### src/ufd_pkg.sv
// ----------------------------------------------------------------------------
// Finish detector package
// Shared widths, phase codes, register indexes and reset values.
// ----------------------------------------------------------------------------
package ufd_pkg;

	// lanes with sensor ports
	localparam int unsigned LANES     = 2;
	localparam int unsigned PHASE_W   = 3;
	localparam int unsigned TIMER_W   = 16;
	localparam int unsigned TIME_W    = 32;
	localparam int unsigned SETTLE_W  = 8;
	localparam int unsigned CFG_IDX_W = 2;
	localparam int unsigned CFG_DAT_W = 16;

	// lane phase codes
	localparam logic [PHASE_W-1:0] PH_SETTLE  = 3'd0;
	localparam logic [PHASE_W-1:0] PH_TRIGGER = 3'd1;
	localparam logic [PHASE_W-1:0] PH_WAIT    = 3'd2;
	localparam logic [PHASE_W-1:0] PH_MEASURE = 3'd3;
	localparam logic [PHASE_W-1:0] PH_DONE    = 3'd4;

	// configuration register indexes
	localparam logic [CFG_IDX_W-1:0] REG_SETTLE    = 2'd0;
	localparam logic [CFG_IDX_W-1:0] REG_WAIT_LIM  = 2'd1;
	localparam logic [CFG_IDX_W-1:0] REG_HIGH_LIM  = 2'd2;
	localparam logic [CFG_IDX_W-1:0] REG_RANGE_LIM = 2'd3;

	// configuration reset values
	localparam logic [SETTLE_W-1:0] SETTLE_RST    = 8'd25;
	localparam logic [TIMER_W-1:0]  WAIT_LIM_RST  = 16'd1000;
	localparam logic [TIMER_W-1:0]  HIGH_LIM_RST  = 16'd4000;
	localparam logic [TIMER_W-1:0]  RANGE_LIM_RST = 16'd9860;

	localparam logic [TIME_W-1:0] TIME_MAX = '1;

endpackage

### src/ufd_if.sv
// ----------------------------------------------------------------------------
// Finish detector channels
// Valid/ready channels for the tick samples and the per-tick status.
// ----------------------------------------------------------------------------
interface ufd_sample_if;
	logic valid;
	logic ready;
	logic echo_a;
	logic echo_b;
	logic start_race;

	modport source (output valid, output echo_a, output echo_b, output start_race,
		input ready);
	modport sink (input valid, input echo_a, input echo_b, input start_race,
		output ready);
endinterface

interface ufd_status_if import ufd_pkg::*; ();
	logic              valid;
	logic              ready;
	logic              trig_a;
	logic              trig_b;
	logic              done_a;
	logic              done_b;
	logic [TIME_W-1:0] time_a;
	logic [TIME_W-1:0] time_b;
	logic              both_done;

	modport source (output valid, output trig_a, output trig_b, output done_a,
		output done_b, output time_a, output time_b, output both_done, input ready);
	modport sink (input valid, input trig_a, input trig_b, input done_a,
		input done_b, input time_a, input time_b, input both_done, output ready);
endinterface

### src/dual_ultrasonic_finish_detector.sv
// ----------------------------------------------------------------------------
// Dual ultrasonic finish detector
// Two ranging lanes, each confirming a finish after two in-range echoes.
// ----------------------------------------------------------------------------
//  channel  | direction | contents
//  ---------+-----------+----------------------------------------------------
//  sample   | in        | echo_a, echo_b, start_race (one request per tick)
//  status   | out       | trig_a/b, done_a/b, time_a/b, both_done
//  cfg      | in        | write enable, 2-bit index, 16-bit data
//
// One request is taken per cycle while sample.ready is high; its status appears in the next cycle.
// The lane state update and the status register form the only stage.
// sample.ready is high while the status register is empty or being drained,
// so a stalled status holds one result and blocks only further requests.
// Reset clears all lane state and loads the default limits.
// ----------------------------------------------------------------------------
module dual_ultrasonic_finish_detector import ufd_pkg::*; (
	input  logic                 clk,
	input  logic                 arst_n,
	ufd_sample_if.sink           sample,
	ufd_status_if.source         status,
	input  logic                 cfg_we,
	input  logic [CFG_IDX_W-1:0] cfg_index,
	input  logic [CFG_DAT_W-1:0] cfg_data
);

	logic [SETTLE_W-1:0] settle_q;
	logic [TIMER_W-1:0]  wait_lim_q;
	logic [TIMER_W-1:0]  high_lim_q;
	logic [TIMER_W-1:0]  range_lim_q;

	logic [PHASE_W-1:0] lane_phase_q [LANES];
	logic [TIMER_W-1:0] lane_timer_q [LANES];
	logic               lane_hit_q   [LANES];
	logic [TIME_W-1:0]  lane_time_q  [LANES];
	logic [TIME_W-1:0]  elapsed_q;

	logic [PHASE_W-1:0] phase_nx [LANES];
	logic [TIMER_W-1:0] timer_nx [LANES];
	logic               hit_nx   [LANES];
	logic [TIME_W-1:0]  time_nx  [LANES];
	logic [TIME_W-1:0]  elapsed_nx;
	logic [LANES-1:0]   echo_v;
	logic [LANES-1:0]   trig_nx;
	logic [LANES-1:0]   done_nx;
	logic [TIMER_W-1:0] inc_t;

	logic status_valid_q;
	logic accept;

	assign sample.ready = !status_valid_q || status.ready;
	assign accept       = sample.valid && sample.ready;
	assign echo_v       = {sample.echo_b, sample.echo_a};

	// configuration writes
	always_ff @(posedge clk or negedge arst_n) begin
		if (!arst_n) begin
			settle_q    <= SETTLE_RST;
			wait_lim_q  <= WAIT_LIM_RST;
			high_lim_q  <= HIGH_LIM_RST;
			range_lim_q <= RANGE_LIM_RST;
		end else if (cfg_we) begin
			case (cfg_index)
				REG_SETTLE:    settle_q    <= cfg_data[SETTLE_W-1:0];
				REG_WAIT_LIM:  wait_lim_q  <= cfg_data;
				REG_HIGH_LIM:  high_lim_q  <= cfg_data;
				REG_RANGE_LIM: range_lim_q <= cfg_data;
				default: ;
			endcase
		end
	end

	// advance elapsed count, saturating; a start request clears it
	always_comb begin
		if (sample.start_race) begin
			elapsed_nx = '0;
		end else if (elapsed_q == TIME_MAX) begin
			elapsed_nx = elapsed_q;
		end else begin
			elapsed_nx = elapsed_q + TIME_W'(1);
		end
	end

	// advance each lane by one tick
	always_comb begin
		inc_t = '0;
		for (int k = 0; k < LANES; k++) begin
			phase_nx[k] = lane_phase_q[k];
			timer_nx[k] = lane_timer_q[k];
			hit_nx[k]   = lane_hit_q[k];
			time_nx[k]  = lane_time_q[k];
			inc_t       = lane_timer_q[k] + TIMER_W'(1);
			if (sample.start_race) begin
				phase_nx[k] = PH_SETTLE;
				timer_nx[k] = '0;
				hit_nx[k]   = 1'b0;
				time_nx[k]  = '0;
			end else begin
				case (lane_phase_q[k])
					PH_SETTLE: begin
						if (lane_timer_q[k] < {{(TIMER_W-SETTLE_W){1'b0}}, settle_q}) begin
							timer_nx[k] = inc_t;
						end else begin
							timer_nx[k] = '0;
							phase_nx[k] = PH_TRIGGER;
						end
					end
					PH_TRIGGER: begin
						timer_nx[k] = '0;
						phase_nx[k] = PH_WAIT;
					end
					PH_WAIT: begin
						if (echo_v[k]) begin
							timer_nx[k] = '0;
							phase_nx[k] = PH_MEASURE;
						end else if (lane_timer_q[k] >= wait_lim_q) begin
							timer_nx[k] = '0;
							phase_nx[k] = PH_SETTLE;
						end else begin
							timer_nx[k] = inc_t;
						end
					end
					PH_MEASURE: begin
						if (!echo_v[k]) begin
							// echo ended: judge its width
							timer_nx[k] = '0;
							phase_nx[k] = PH_SETTLE;
							if (lane_timer_q[k] <= range_lim_q) begin
								if (lane_hit_q[k]) begin
									time_nx[k]  = elapsed_nx;
									phase_nx[k] = PH_DONE;
								end else begin
									hit_nx[k] = 1'b1;
								end
							end else begin
								hit_nx[k] = 1'b0;
							end
						end else if (inc_t >= high_lim_q) begin
							// echo too long: abandon
							timer_nx[k] = '0;
							hit_nx[k]   = 1'b0;
							phase_nx[k] = PH_SETTLE;
						end else begin
							timer_nx[k] = inc_t;
						end
					end
					PH_DONE: ;
					default: begin
						timer_nx[k] = '0;
						phase_nx[k] = PH_SETTLE;
					end
				endcase
			end
			trig_nx[k] = phase_nx[k] inside {[PH_TRIGGER:PH_DONE]};
			done_nx[k] = (phase_nx[k] == PH_DONE);
		end
	end

	// hold lane state, update on each request
	always_ff @(posedge clk or negedge arst_n) begin
		if (!arst_n) begin
			elapsed_q <= '0;
			for (int k = 0; k < LANES; k++) begin
				lane_phase_q[k] <= PH_SETTLE;
				lane_timer_q[k] <= '0;
				lane_hit_q[k]   <= 1'b0;
				lane_time_q[k]  <= '0;
			end
		end else if (accept) begin
			elapsed_q <= elapsed_nx;
			for (int k = 0; k < LANES; k++) begin
				lane_phase_q[k] <= phase_nx[k];
				lane_timer_q[k] <= timer_nx[k];
				lane_hit_q[k]   <= hit_nx[k];
				lane_time_q[k]  <= time_nx[k];
			end
		end
	end

	// status register valid
	always_ff @(posedge clk or negedge arst_n) begin
		if (!arst_n) begin
			status_valid_q <= 1'b0;
		end else if (accept) begin
			status_valid_q <= 1'b1;
		end else if (status.ready) begin
			status_valid_q <= 1'b0;
		end
	end

	// status payload
	always_ff @(posedge clk) begin
		if (accept) begin
			status.trig_a    <= trig_nx[0];
			status.trig_b    <= trig_nx[1];
			status.done_a    <= done_nx[0];
			status.done_b    <= done_nx[1];
			status.time_a    <= time_nx[0];
			status.time_b    <= time_nx[1];
			status.both_done <= &done_nx;
		end
	end

	assign status.valid = status_valid_q;

	// a start request always clears the elapsed count
	a_start_clears: assert property (@(posedge clk) disable iff (!arst_n)
		accept && sample.start_race |=> elapsed_q == '0)
		else $error("elapsed count not cleared by start");

	// every accepted request yields a pending status
	a_status_follows: assert property (@(posedge clk) disable iff (!arst_n)
		accept |=> status_valid_q)
		else $error("status missing after request");

	for (genvar g = 0; g < LANES; g++) begin : g_lane_chk
		// only a start request leaves the finished phase
		a_done_holds: assert property (@(posedge clk) disable iff (!arst_n)
			lane_phase_q[g] == PH_DONE && !(accept && sample.start_race)
			|=> lane_phase_q[g] == PH_DONE)
			else $error("lane left done without start");

		// finish time stays clear until the lane finishes
		a_time_clear: assert property (@(posedge clk) disable iff (!arst_n)
			lane_phase_q[g] != PH_DONE |-> lane_time_q[g] == '0)
			else $error("finish time set while not done");
	end

endmodule

### src/flat_wrapper.sv
// flat-port wrapper written by rule: the top's interface ports become plain ports
module dual_ultrasonic_finish_detector_flat import ufd_pkg::*;
  (clk, arst_n, cfg_we, cfg_index, cfg_data, sample_valid, sample_echo_a, sample_echo_b, sample_start_race, sample_ready, status_valid, status_trig_a, status_trig_b, status_done_a, status_done_b, status_time_a, status_time_b, status_both_done, status_ready);
  ufd_sample_if sample_i ();
  ufd_status_if status_i ();
  input  logic clk;
  input  logic arst_n;
  input  logic cfg_we;
  input  logic [CFG_IDX_W-1:0] cfg_index;
  input  logic [CFG_DAT_W-1:0] cfg_data;
  input wire logic [$bits(sample_i.valid)-1:0] sample_valid;
  input wire logic [$bits(sample_i.echo_a)-1:0] sample_echo_a;
  input wire logic [$bits(sample_i.echo_b)-1:0] sample_echo_b;
  input wire logic [$bits(sample_i.start_race)-1:0] sample_start_race;
  output wire logic [$bits(sample_i.ready)-1:0] sample_ready;
  output wire logic [$bits(status_i.valid)-1:0] status_valid;
  output wire logic [$bits(status_i.trig_a)-1:0] status_trig_a;
  output wire logic [$bits(status_i.trig_b)-1:0] status_trig_b;
  output wire logic [$bits(status_i.done_a)-1:0] status_done_a;
  output wire logic [$bits(status_i.done_b)-1:0] status_done_b;
  output wire logic [$bits(status_i.time_a)-1:0] status_time_a;
  output wire logic [$bits(status_i.time_b)-1:0] status_time_b;
  output wire logic [$bits(status_i.both_done)-1:0] status_both_done;
  input wire logic [$bits(status_i.ready)-1:0] status_ready;
  assign sample_i.valid = sample_valid;
  assign sample_i.echo_a = sample_echo_a;
  assign sample_i.echo_b = sample_echo_b;
  assign sample_i.start_race = sample_start_race;
  assign sample_ready = sample_i.ready;
  assign status_valid = status_i.valid;
  assign status_trig_a = status_i.trig_a;
  assign status_trig_b = status_i.trig_b;
  assign status_done_a = status_i.done_a;
  assign status_done_b = status_i.done_b;
  assign status_time_a = status_i.time_a;
  assign status_time_b = status_i.time_b;
  assign status_both_done = status_i.both_done;
  assign status_i.ready = status_ready;
  dual_ultrasonic_finish_detector u_core (.clk(clk), .arst_n(arst_n), .sample(sample_i), .status(status_i), .cfg_we(cfg_we), .cfg_index(cfg_index), .cfg_data(cfg_data));
endmodule
### config.mk
export PLATFORM = sky130hd
export DESIGN_NAME = dual_ultrasonic_finish_detector_flat
export DESIGN_NICKNAME = d
export VERILOG_FILES = /design/src/ufd_pkg.sv /design/src/ufd_if.sv /design/src/dual_ultrasonic_finish_detector.sv /design/src/flat_wrapper.sv
export SDC_FILE = /design/constraint.sdc
export NUM_CORES = 1
export LEC_CHECK = 0
export BUFFER_PORTS_ARGS = -buffer_cell sky130_fd_sc_hd__buf_2
export CORE_MARGIN = 1
export CORE_UTILIZATION = 40
export CTS_BUF_LIST = sky130_fd_sc_hd__clkbuf_2 sky130_fd_sc_hd__clkbuf_4 sky130_fd_sc_hd__clkbuf_8
export DETAILED_ROUTE_END_ITERATION = 6
export GPL_TIMING_DRIVEN = 0
export PLACE_DENSITY = 0.54
export SYNTH_ARGS = -nofsm -noshare
export SYNTH_HDL_FRONTEND = slang
export SYNTH_SLANG_ARGS = --single-unit
### constraint.sdc
create_clock -name clk -period 5.45 [get_ports clk]
set_clock_uncertainty 0.15 [all_clocks]
set_input_delay 0.545 -clock clk [delete_from_list [all_inputs] [get_ports clk]]
set_output_delay 0.545 -clock clk [all_outputs]
set_load 0.01 [all_outputs]
==> reports/qor.yml, run 1 <==
synth:
  synth_top_cell_by_area: "dfrtp_1"
  yosysUniqueCellTypes: 77
  yosysWarnings: 0
  async_reset_ff_frac: 0.737
  yosys_most_used_dff: "dfrtp_1"
  synth_area_sq_um: 14900
  synth_top_cell_area_share: 0.290
  synth_edf_count: 69
  synthTopCellsByArea: "dfrtp_1 (29%), edfxtp_1 (14%), ha_1 (9.5%)"
  synth_commonest_cells: "nand2_1 (180), dfrtp_1 (173), nor2_1 (120)"
  synth.net_count: 1630
  netlist_instances: 1491
  yosysMostFrequentCell: "nand2_1"
  ys_seq_area_frac: 0.464
  ys_ff_latch: 262
  syn_avg_cell_area_sq_um: 10.0
global_routing:
  grt_pass1_wl_mm: 69.3
  grt_start_max_net_pins: 111
  overflow: 0
  antenna_found_initial: 1
  grt_pass1_vias: 11900
  track_usage: 0.238
clocking:
  numCtsBuffers: 48
  cts_sinks: 262
  cts_max_level: 2
  cts_tree: "built"
  clockRootBuffer: "clkbuf_8"
  clkSlewWorstSetupHoldPaths_ns: 0.06
  cts_max_path_buffers: 3
  ctsResizeCount: 0
  clk_latency_ns: 0.64
floorplan:
  core_sq_um: 36700
  rows: 70
  start_util: 0.407
  die_h_um: 195
  dieArea_sq_um: 38100
  die_w_um: 195
  pin_count: 97
route:
  dr.pass1.iters: 6
  initialDrtViolationCount: 724
  routed.top_layer: "met5"
  viasPerCell: 5.56
  wl_mm: 44.0
  route.layer.met1.wl_mm: 19.6
  wl_met2_mm: 20.8
  vias: 12000
  route.detailed.drc: 0
  wl_per_cell_um: 20.5
  ant_nets: 0
  wl_met3_mm: 2.50
placed_design:
  dpl.cell_count: 2058
  place_congestion: 0.886
  hpwl_mm: 32.1
  placed_area_sq_um: 16100
  io_buffer_count: 95
sta:
  max_freq_mhz: 202
  report.final.setup_viol: 0
  relSlewSlack: 0.338
  final-hold-violation-count: 0
  rsz0062_at_grt: "false"
  tightestPinTransition_ns: 0.985
  drv_slew: 0
  timing.final.crit_share: 0.908
  min_period_ns: 4.95
worst_setup_path:
  critical_path_arrival_ns: 5.30
  worstSetupPathType: "register to register"
  critPathCaptureType: "register"
  worst_setup_path_start_kind: "register"
  crit_required_ns: 5.80
  crit_path_max_fanout: 10
final_layout:
  multi_input_area_sq_um: 7390
  ff_latch_area_sq_um: 6930
  fin_nets: 1784
  area_growth_pct: 15.2
  design_area_sq_um: 17200
  n_antenna_cell: 0
  fin_cells: 2153
  drive_above_1_share: 0.186
  final_util: 0.469
  fill_cells: 3522
min_path:
  min_path_type: "primary input to register"
run:
  maxCapViolations: 0
power_and_ir_drop:
  power_density_nw_per_um2: 325
  p_leak_nw: 7.71
  ir_drop_mv: 0.153
run_status:
  run_status: "finished clean"
[path summary, 6_finish.rpt]
path	start	to	slack [ns]	cells past startpoint
hold reg to reg	u_core.lane_time_q[61]	u_core.lane_time_q[61]	0.34	1
min in group asynchronous	arst_n	u_core.lane_time_q[25]	0.44	3
setup reg to reg	u_core.lane_timer_q[16]	u_core.lane_timer_q[22]	0.50	16
setup / recovery	u_core.lane_timer_q[16]	u_core.lane_timer_q[22]	0.50	16
max in group asynchronous	arst_n	u_core.range_lim_q[13]	3.83	4
hold / removal	cfg_data[2]	u_core.settle_q[2]	0.04	3
[sequential cells by signal, indices dropped and copies added (netlist names), 8 cells and up]
signal and cells:
u_core.elapsed_q 32, u_core.high_lim_q 16, u_core.lane_time_q 64, u_core.lane_timer_q 32, u_core.range_lim_q 16, u_core.settle_q 8
u_core.status.time_a 32, u_core.status.time_b 32, u_core.wait_lim_q 16
[per-stage QoR]
| stage | hold WS [ns] | power [mW] | setup WS (ns) | TNS (ns) |
|---|---|---|---|---|
| floorplan | 0.0994 | 3.09 | 1.47 | 0 |
| global placement | 0.322 | 3.47 | -0.299 | -14.57 |
| detailed placement | 0.324 | 3.52 | 0.487 | 0 |
| CTS | 0.00885 | 5.64 | 0.470 | 0 |
| global route | 0.0183 | 5.89 | 0.219 | 0 |
| finish | 0.0399 | 5.59 | 0.501 | 0 |
[cells in the final DEF, fill, tap and decap left out, types with 11 or more instances in the layout]
cell,count
a211oi_1,28
a21oi_1,72
a2bb2oi_1,11
buf_2,114
clkbuf_1,49
clkbuf_4,14
clkbuf_8,51
dfrtp_1,173
dfstp_2,20
edfxtp_1,69
ha_1,113
inv_1,74
mux2_2,49
mux2i_1,29
nand2_1,180
nand2b_1,39
nand3_1,29
nand4_1,27
nor2_1,120
nor2b_1,14
nor3_1,24
o21ai_0,85
or2_2,13
xnor2_1,26
xor2_1,16
[critical path, cell delays in order (launching register included)]
cell and delay (ns):
dfrtp_1 0.55, ha_1 0.36, nand2_1 0.13, or3_1 0.45, nor2_1 0.17, nand3_1 0.13, and2_1 0.20, or2_2 0.29
ha_1 0.30, nand4_1 0.09, nor2_1 0.21, or4b_2 0.64, nand4_1 0.25, o21ai_1 0.34, buf_2 0.33, nand4b_1 0.13
o211ai_2 0.09
[logic make-up after synthesis]
family | count (synthesis) | synth area share
AND/OR/NAND/NOR | 520 | 0.172
AO/OA/AOI/OAI | 325 | 0.146
adder cells (fa/ha/maj) | 113 | 0.0946
XOR/XNOR | 43 | 0.0257
multiplexers | 78 | 0.0564
buffers and inverters | 150 | 0.0416
flip-flops | 262 | 0.464
[area by class of cell]
type | instances | area share
multi-input combinational | 1079 | 0.429
sequential | 262 | 0.402
clock buffer | 65 | 0.0469
timing repair buffer | 104 | 0.0366
tap | 468 | 0.0340
buffer | 76 | 0.0201
inverter | 74 | 0.0161
clock inverter | 25 | 0.0147
[what timing repair did]
item                                   CTS  global route
endpoints found under the hold margin  102             0
buffers inserted                         0             0
setup endpoints to repair                0             0
hold buffers                             5             0
[layer usage]
layer | vias up | track usage
met4 | 2 | 0.0782
met5 | - | 0
met1 | 5859 | 0.318
met3 | 69 | 0.0463
met2 | 357 | 0.387
li1 | 5692 | -
[where the power goes]
group	internal, mW	switching [mW]
combinational	0.416	0.687
sequential	2.24	0.150
clock	1.21	0.888
Note: power is estimated with default switching activity, not from simulation.
==> inputs of run 2 (changes only) <==
GPL_TIMING_DRIVEN = unset   (was 0)
SETUP_SLACK_MARGIN = 0.05   (was unset)
==> reports/qor.yml, run 2 (synthesized netlist as in run 1, its figures left out) <==
worst_setup_path:
  crit_required_ns: 5.79  # was 5.80 ns
  critPathCaptureType: "register"  # unchanged
  worst_setup_path_start_kind: "register"  # unchanged
  critPathBufInv: 0  # was 1
  critPathTopFamily: "simple AND/OR/NAND/NOR gates"  # unchanged
  crit_path_max_fanout: 7  # was 10
  crit_slowest_cell: "or4b_2"  # unchanged
  crit_chain: "ha_1 > nand2_1 > or3_1 > nor2_1 > nand3_1 > and2_1 > or2_2 > ha_1 > nand4_1 > nor2_1 > or4b_2 > nand4_1 > or3b_2 > a32oi_1 > o21ai_0"  # was ha_1 > nand2_1 > or3_1 > nor2_1 > nand3_1 > and2_1 > or2_2 > ha_1 > nand4_1 > nor2_1 > or4b_2 > nand4_1 > o21ai_1 > buf_2 > nand4b_1 > o211ai_2
  max_stage_delay_ns: 0.58  # was 0.64 ns
  worstSetupPathType: "register to register"  # unchanged
  critical_path_arrival_ns: 4.77  # was 5.30 ns
final_layout:
  fill_cells: 3452  # was 3,522
  n_antenna_cell: 0  # unchanged
  final_common_cell: "nand2_1"  # unchanged
  final_cell_mix: "nand2_1 (179), dfrtp_1 (173), nor2_1 (120)"  # was nand2_1 (180), dfrtp_1 (173), nor2_1 (120)
  multi_input_area_sq_um: 7400  # was 7390 sq um
  drive_above_1_share: 0.189  # was 0.186
  fin_nets: 1725  # was 1,784
  largest_register_ffs: 64  # unchanged
  ff_latch_area_sq_um: 6930  # unchanged
  final_util: 0.463  # was 0.469
  area_growth_pct: 13.6  # was 15.2%
  largest-register: "u_core.lane_time_q"  # unchanged
clocking:
  cts_tree: "built"  # unchanged
  cts_max_level: 2  # unchanged
  cts_max_path_buffers: 3  # unchanged
  cts_sinks: 262  # unchanged
  clk_latency_ns: 0.64  # about the same
  cts_hold_buf: 6  # was 5
  ctsResizeCount: 0  # unchanged
  clkSlewWorstSetupHoldPaths_ns: 0.06  # about the same
  numCtsBuffers: 48  # unchanged
  post-cts-setup-buffer-count: 0  # unchanged
  clockRootBuffer: "clkbuf_8"  # unchanged
power_and_ir_drop:
  switching_share: 0.301  # was 0.309
  clockPowerShare: 0.378  # was 0.375
  p_leak_nw: 7.59  # was 7.71 nW
  ir_drop_mv: 0.157  # was 0.153 mV
  power_frac_comb: 0.183  # was 0.197
  sequentialPowerShare: 0.438  # was 0.427
  internal_power_mw: 3.84  # was 3.86 mW
  power_density_nw_per_um2: 324  # was 325 nW/um^2
  power.switching_mw: 1.65  # was 1.72 mW
global_routing:
  overflow: 0  # unchanged
  track_usage: 0.210  # was 0.238
  grt_pass1_wl_mm: 62.7  # was 69.3 mm
  grt_start_max_net_pins: 100  # was 111
  grt_pass1_vias: 11100  # was 11,900
  antenna_found_initial: 0  # was 1
floorplan:
  pin_count: 97  # unchanged
  dieArea_sq_um: 38100  # unchanged
  die_w_um: 195  # unchanged
  start_util: 0.407  # unchanged
  rows: 70  # unchanged
  core_sq_um: 36700  # unchanged
  die_h_um: 195  # unchanged
sta:
  max_freq_mhz: 226  # was 202 MHz
  tns_ns: 0  # unchanged
  tightestPinTransition_ns: 1.07  # was 0.985 ns
  final-hold-violation-count: 0  # unchanged
  report.final.setup_viol: 0  # unchanged
  drv_slew: 0  # unchanged
  min_period_ns: 4.43  # was 4.95 ns
  timing.final.crit_share: 0.812  # was 0.908
  relSlewSlack: 0.284  # was 0.338
  rsz0062_at_grt: "false"  # unchanged
route:
  dr.pass1.iters: 5  # was 6
  ant_nets: 0  # unchanged
  initialDrtViolationCount: 676  # was 724
  vias: 11400  # was 12,000
  viasPerCell: 5.43  # was 5.56
  wl_mm: 39.2  # was 44.0 mm
  wl_per_cell_um: 18.7  # was 20.5 um
  route.detailed.drc: 0  # unchanged
min_path:
  min_path_type: "primary input to register"  # unchanged
placed_design:
  place_congestion: 0.855  # was 0.886
  io_buffer_count: 96  # was 95
  hpwl_mm: 27.7  # was 32.1 mm
run:
  maxCapViolations: 0  # unchanged
run_status:
  run_status: "finished clean"  # unchanged
## run 2: layout make-up
cell class | count | area share
multi-input cells | 1079 | 0.436
flip-flops and latches | 262 | 0.408
clock buffers | 73 | 0.0533
repair buffers | 121 | 0.0416
well taps | 468 | 0.0345
inverters | 74 | 0.0165
clock inverters | 17 | 0.00973
## run 2: per-stage QoR
step,setup slack (ns),power (mW),hold WS (ns),area (sq um),std cells
final,1.02,5.50,0.0380,17000,2094
after detailed placement,1.07,3.46,0.325,15800,1998
after global routing,0.799,5.82,0.0355,17000,2094
after CTS,1.05,5.58,0.0000658,17000,2094
after global placement,1.14,3.43,0.323,15800,1998
after floorplan,1.47,3.09,0.0994,14900,1491
## run 2: path summary, 6_finish.rpt
| check | start | to | slack [ns] | depth (start not counted) |
|---|---|---|---|---|
| max | u_core.lane_timer_q[16] | u_core.lane_hit_q[1] | 1.02 | 15 |
| min | cfg_data[5] | u_core.settle_q[5] | 0.04 | 3 |
| max reg2reg | u_core.lane_timer_q[16] | u_core.lane_hit_q[1] | 1.02 | 15 |
| min reg2reg | u_core.lane_time_q[57] | u_core.lane_time_q[57] | 0.34 | 1 |
| max in group asynchronous | arst_n | u_core.lane_timer_q[23] | 3.46 | 3 |
| min in group asynchronous | arst_n | u_core.lane_time_q[3] | 0.38 | 2 |
## run 2: power by group through the flow
| stage | Combinational [mW] | Sequential (mW) | Clock, mW |
|---|---|---|---|
| 4_1_cts | 1.02 | 2.41 | 2.15 |
| 2_1_floorplan | 0.702 | 2.39 | 0 |
| 3_3_place_gp | 0.999 | 2.44 | 0 |
| 6_report | 1.01 | 2.41 | 2.08 |
| 3_5_place_dp | 1.02 | 2.44 | 0 |
| 5_1_grt | 1.15 | 2.44 | 2.23 |
## run 2: worst register-to-register path, cell delays in order, from the launching register on
cell	delay, ns
dfrtp_1	0.48
ha_1	0.32
nand2_1	0.11
or3_1	0.45
nor2_1	0.19
nand3_1	0.13
and2_1	0.20
or2_2	0.29
ha_1	0.30
nand4_1	0.09
nor2_1	0.10
or4b_2	0.58
nand4_1	0.20
or3b_2	0.46
a32oi_1	0.15
o21ai_0	0.09
## run 2: routing by layer
layer,global-route usage,up-vias,wire length (um)
met2,0.335,257,18000
met1,0.288,5481,18400
met4,0.0814,0,1130
met3,0.0328,64,1650
met5,0,-,0
li1,-,5572,-
